## config.mk

```make
export PLATFORM = sky130hd
export DESIGN_NAME = lsc_front
export DESIGN_NICKNAME = d
export VERILOG_FILES = /design/src/rtl/lsc_pkg.sv /design/src/rtl/lsc_front.sv
export SDC_FILE = /design/constraint.sdc
export NUM_CORES = 1
export LEC_CHECK = 0
export BUFFER_PORTS_ARGS = -buffer_cell sky130_fd_sc_hd__buf_2
export CORE_UTILIZATION = 47
export DETAILED_ROUTE_END_ITERATION = 8
export PLACE_DENSITY = 0.76
export SLEW_MARGIN = 20
export SYNTH_ARGS = -nofsm -noshare
export SYNTH_HDL_FRONTEND = slang
export SYNTH_SLANG_ARGS = --single-unit
```

## constraint.sdc

```tcl
create_clock -name clk -period 6.95 [get_ports clk]
set_input_delay 0 -clock clk [delete_from_list [all_inputs] [get_ports clk]]
set_output_delay 0 -clock clk [all_outputs]
set_load 0.02 [all_outputs]
```

## src/rtl/lsc_pkg.sv

```systemverilog
// Shared types and constants for the line segment clipper.
// No dependencies.
package lsc_pkg;
	localparam int REG_WIDTH = 24;
	localparam int CFG_IDX_WIDTH = 2;
	localparam int MAX_PASSES = 4;
	localparam logic [3:0] OC_LEFT = 4'b0001;
	localparam logic [3:0] OC_RIGHT = 4'b0010;
	localparam logic [3:0] OC_BOTTOM = 4'b0100;
	localparam logic [3:0] OC_TOP = 4'b1000;
	localparam logic [CFG_IDX_WIDTH-1:0] REG_LEFT = 2'd0;
	localparam logic [CFG_IDX_WIDTH-1:0] REG_RIGHT = 2'd1;
	localparam logic [CFG_IDX_WIDTH-1:0] REG_BOTTOM = 2'd2;
	localparam logic [CFG_IDX_WIDTH-1:0] REG_TOP = 2'd3;
	typedef struct packed {
		logic signed [REG_WIDTH-1:0] left;
		logic signed [REG_WIDTH-1:0] right;
		logic signed [REG_WIDTH-1:0] bottom;
		logic signed [REG_WIDTH-1:0] top;
	} window_t;
endpackage

```

## src/rtl/lsc_front.sv

```systemverilog
// Front end: accepts segments and holds them in a two-entry queue.
// Depends on lsc_pkg.
module lsc_front import lsc_pkg::*; #(
	parameter int COORD_WIDTH = 32
) (
	input  logic clk,
	input  logic arst_n,
	input  logic start,
	output logic busy,
	input  logic signed [COORD_WIDTH-1:0] start_x,
	input  logic signed [COORD_WIDTH-1:0] start_y,
	input  logic signed [COORD_WIDTH-1:0] end_x,
	input  logic signed [COORD_WIDTH-1:0] end_y,
	output logic q_valid,
	input  logic q_pop,
	output logic [4*COORD_WIDTH-1:0] q_word
);
	logic [4*COORD_WIDTH-1:0] mem_q [2];
	logic wp_q, rp_q;
	logic [1:0] cnt_q;
	logic push;
	assign busy = cnt_q[1];
	assign push = start && !busy;
	assign q_valid = cnt_q != 2'd0;
	assign q_word = mem_q[rp_q];
	// store pushed words
	always_ff @(posedge clk) begin
		if (push) mem_q[wp_q] <= {start_x, start_y, end_x, end_y};
	end
	// advance pointers
	always_ff @(posedge clk or negedge arst_n) begin
		if (!arst_n) begin
			wp_q <= 1'b0; rp_q <= 1'b0; cnt_q <= 2'd0;
		end else begin
			if (push) wp_q <= ~wp_q;
			if (q_pop) rp_q <= ~rp_q;
			cnt_q <= cnt_q + {1'b0, push} - {1'b0, q_pop};
		end
	end
endmodule

```

Word level (Yosys, flattened, before mapping)
Memory sizes are Yosys's and may differ from the RTL's.
Cells that the tools add are included.
Cells by class
  muxes and demuxes: 2
  reductions and logical operators: 3
  add/subtract/negate cells: 2
  bitwise operators: 2
Operators by type and width (count)
  $add 2x1->2: 1
  $mux 1: 2
  $not 1->1: 2
  $reduce_bool 2->1: 1
  $sub 2x1->2: 1
  $logic_and 1x1->1: 1
  $logic_not 1->1: 1
Word-level totals
  flip-flop bits (word level): 4
  word-level logic and storage cells: 13
  memory bits (writable): 256
  output and inout bits: 130
  memories kept: 1
  input bits: 132
Memory list
  mem_q: words 2, bits a word 128, read ports 1, clocked after memory_dff 0, wr ports 1, RTL line lsc_front.sv:18  | logic [4*COORD_WIDTH-1:0] mem_q [2];

Logic depth before layout (Yosys ltp)
  depth in word-level cells: 4
  gate-level depth with buffers: 4
  depth with buffers taken out: 4

Worst setup path after synthesis
Ideal clock, no wire load.
  path kind: reg-to-reg
  from: register cnt_q[1]
  to: memory mem_q[0][0] in the netlist's numbering, enable pin
  cell stages (with the launch flop): 3
  period minus slack after synthesis: 6.662 ns
  setup slack: 0.288 ns
  setup time: 0.617 ns
  data required time: 6.333 ns
  buffers on the path: 0
  arrival time: 6.045 ns
  cells stage by stage: dfrtp_1 nand2b_1 nor2_1
Between the ends
  longest elaborated chain between the ends: 4
RTL lines
  from (decl): RTL line lsc_front.sv:20  | logic [1:0] cnt_q;
  from (signal assigned): RTL line lsc_front.sv:37  | cnt_q <= cnt_q + {1'b0, push} - {1'b0, q_pop};
  $logic_not 1->1: RTL line lsc_front.sv:23  | assign push = start && !busy;
  $logic_and 1x1->1: RTL line lsc_front.sv:23
  $mux 1: RTL line lsc_front.sv:28  | if (push) mem_q[wp_q] <= {start_x, start_y, end_x, end_y};
  $mux 1 (not written as such): RTL line lsc_front.sv:28
  to (decl): RTL line lsc_front.sv:18
Every way passes these cells.

Final worst setup path
  from: register cnt_q[1]
  to: memory mem_q[0][122] in the netlist's numbering, enable pin
Same word-level chain as after synthesis.

==> metrics.csv <==
stage;metric;value;unit
floorplan;die width;144;um
route;antenna-violating nets left;0;
timing;Slew Limit Fails;0;
route;routed length per instance;17.6;um
cts;CTS tree;done;
timing;Final period util;44.2;%
placed_design;routability-driven placement congestion ratio;0.769;
route;Vias/cell;4.82;
setup_path;CP Launch Type;flop;
timing;fmax;326;MHz
cells_and_area;share of cells above drive strength 1;51.8;%
global_routing;GR Util All Layers;18.6;%
synthesis;syn_nets;548;
setup_path;Crit Path Class;reg2reg;
synthesis;Synth Cell Area;0.00947;mm2
timing;Slew headroom;39.5;%
synthesis;mux cell area share after synthesis;15.2;%
synthesis;top post-synthesis cells by count;edfxtp_1 (256), mux2_2 (128), buf_6 (13), dfrtp_1 (4), xnor2_1 (3);
power;sequential power share;42.5;%
setup_path;Worst EP arrival;3.20;ns
cts;Root Buffer;clkbuf_16;
global_routing;grt ovf;0;
min_path;Worst Hold Class;in2reg;
timing;Setup Total Neg Slack;0;ns
timing;final hold violations;0;
cells_and_area;Final Net Count;961;
timing;RSZ-0062 raised after global routing;no;
floorplan;Core ar.;0.0196;mm2
setup_path;r2r setup slk;3.88;ns
global_routing;initial antenna violation count;1;
floorplan;die height;144;um
synthesis;Synth Warn #;0;
synthesis;syn_area_per_cell;22.8;um2
synthesis;synthesized instance count;415;
power;switch share;31.3;%
power;Peak VDD IR;0.441;mV
cts;CTS buffer count;27;
setup_path;r2r endpoint;mem_q[0][122];
synthesis;Yosys top cell area share;81.2;%
cells_and_area;Layout Utilization;67.5;%
synthesis;cell type with the largest total area after synthesis;edfxtp_1;
route;Via Count;5373;
placed_design;I/O Buffers;261;
synthesis;largest family of logic cells by synthesized area;multiplexers;
synthesis;share of flip-flops with an asynchronous set or reset;1.54;%
placed_design;detailed placement HPWL;11400;um
synthesis;Synth Area in Simple Gates;0.291;%
status;status;completed;
power;Power Dens Cells;396;mW/mm2
cts;CTS max path bufs;3;
min_path;Hold EP;mem_q[0][21];
power;Int Pwr;0.00360;W
synthesis;post-synthesis adder-cell area fraction;0.132;%
setup_path;Critical Path RT;7.08;ns
synthesis;Synth Area in Compound Gates;0.0529;%
min_path;hold path depth;2;
cts;Clock Sinks;260;
floorplan;Starting Density;48.3;%
floorplan;row cnt;51;
power;sw power;0.00164;W
setup_path;endpoint type of the worst setup path;flop;
global_routing;vias in the first global route;5773;
min_path;Hold Startpoint;end_y[21];
cells_and_area;Area Growth Syn to Fin;39.6;%
route;Post-Route WL;19600;um
cts;setup bufs post-CTS;0;
power;Leakage;4.99;nW
synthesis;ranking of synthesized cells by area;edfxtp_1 (81%), mux2_2 (15%), buf_6 (1.5%);
setup_path;worst r2r path cells;4;
route;Initial DRC Count;297;
cts;H-Tree Depth;1;
synthesis;Post-synth EDFFs;256;
synthesis;post-synth cell types;14;
floorplan;full die area;0.0207;mm2
timing;Post-Route Skew;0.00870;ns
synthesis;register area share after synthesis;82.3;%
synthesis;most common cell in the netlist;edfxtp_1;
synthesis;Post-Synth XOR/XNOR Area;0.370;%
run;number of max-cap violations;0;
synthesis;dominant synthesized flop cell;edfxtp_1;
route;Remaining DRCs;0;
floorplan;io pins;262;
timing;number of setup violations in the final report;0;
power;Clk pwr share;27.1;%
synthesis;Seq cells post-synth;260;
timing;Slew @ Worst Pin;0.907;ns
global_routing;first-pass GRT wire length;29400;um
cts;Clk Latency, worst-skew pair;0.51;ns
setup_path;reg2reg start;cnt_q[1];
cts;Worst-path clk slew;0.06;ns
route;drt first pass iters;4;
power;logic gate share of total power;30.3;%
timing;Final min period;3.07;ns
setup_path;Max Fanout on Critical Path;65;
global_routing;largest net degree at the start of global routing;70;
[power by group through the flow]
| stage | combinational [W] | sequential (W) | clock (W) |
|---|---|---|---|
| 6_report | 0.00159 | 0.00222 | 0.00142 |
| 3_5_place_dp | 0.00153 | 0.00226 | 0 |
| 2_1_floorplan | 0.00116 | 0.00223 | 0 |
| 4_1_cts | 0.00159 | 0.00223 | 0.00145 |
| 3_3_place_gp | 0.00151 | 0.00223 | 0 |
| 5_1_grt | 0.00168 | 0.00226 | 0.00151 |
[worst max-delay path, stage by stage (launching register included)]
cell      delay, ns
dfrtp_1        0.44
nand2b_1       0.33
nor2_4         0.38
buf_4          0.64
buf_4          0.81
[timing repair]
action | CTS | global route
hold buffers | 132 | 0
gates resized for setup | 0 | 0
endpoints found under the hold margin | 263 | 0
[logic make-up after synthesis]
logic type	count (synthesis)
flops	260
mux	128
buf+inv	16
simple gates	5
xor+xnor	4
compound gates	1
fa+ha+maj	1
[through the flow]
stage                     worst slack (ns)  instances  area, um2  hold slack (ns)  power, W
final                                 3.88       1114      13200            0.217   0.00523
after global routing                  3.67       1114      13200            0.201   0.00546
after CTS                             3.87       1113      13200            0.179   0.00527
after detailed placement              3.92        932      11000           -0.185   0.00379
after global placement                4.07        932      11000           -0.193   0.00374
after floorplan                      0.288        415       9470           -0.296   0.00339
[registers in the layout, indices dropped and copies added, names as in the netlist]
| register | cells |
|---|---|
| mem_q | 256 |
| wp_q | 1 |
| rp_q | 1 |
| cnt_q | 2 |
[cell usage in the layout (no fill, tap or decap), types with 3 or more instances in the layout]
cell type	instances
clkinv_1	3
xnor2_1	3
mux2_2	128
clkbuf_1	5
dfrtp_1	3
dlygate4sd3_1	132
clkbuf_16	27
buf_2	261
buf_4	5
bufinv_16	4
clkinv_2	7
edfxtp_1	256
[worst max-delay path by stage]
stage / startpoint / endpoint / cells past startpoint
finish: cnt_q[1] / mem_q[0][122] / 4
floorplan: cnt_q[1] / mem_q[0][0] / 2
detailed placement: cnt_q[1] / mem_q[0][13] / 4
global route: cnt_q[1] / mem_q[0][14] / 4
CTS: cnt_q[1] / mem_q[0][126] / 4
global placement: cnt_q[1] / mem_q[0][121] / 4
[layer usage]
metal	track usage [%]	wire length, um
met4	5.99	431
met2	33.5	10200
met3	4.40	1280
met1	21.7	7730
met5	0	0
[cell type report]
cell class                      count  area (um2)
Clock inverter                     17         190
Multi-Input combinational cell    139        1540
Antenna cell                        1        2.50
Sequential cell                   260        7790
Fill cell                        1276        6370
Clock buffer                       32         694
Inverter                            2        7.51
Tap cell                          265         332
Timing Repair Buffer              398        2670
No activity file was read; power rests on OpenSTA's default activity.
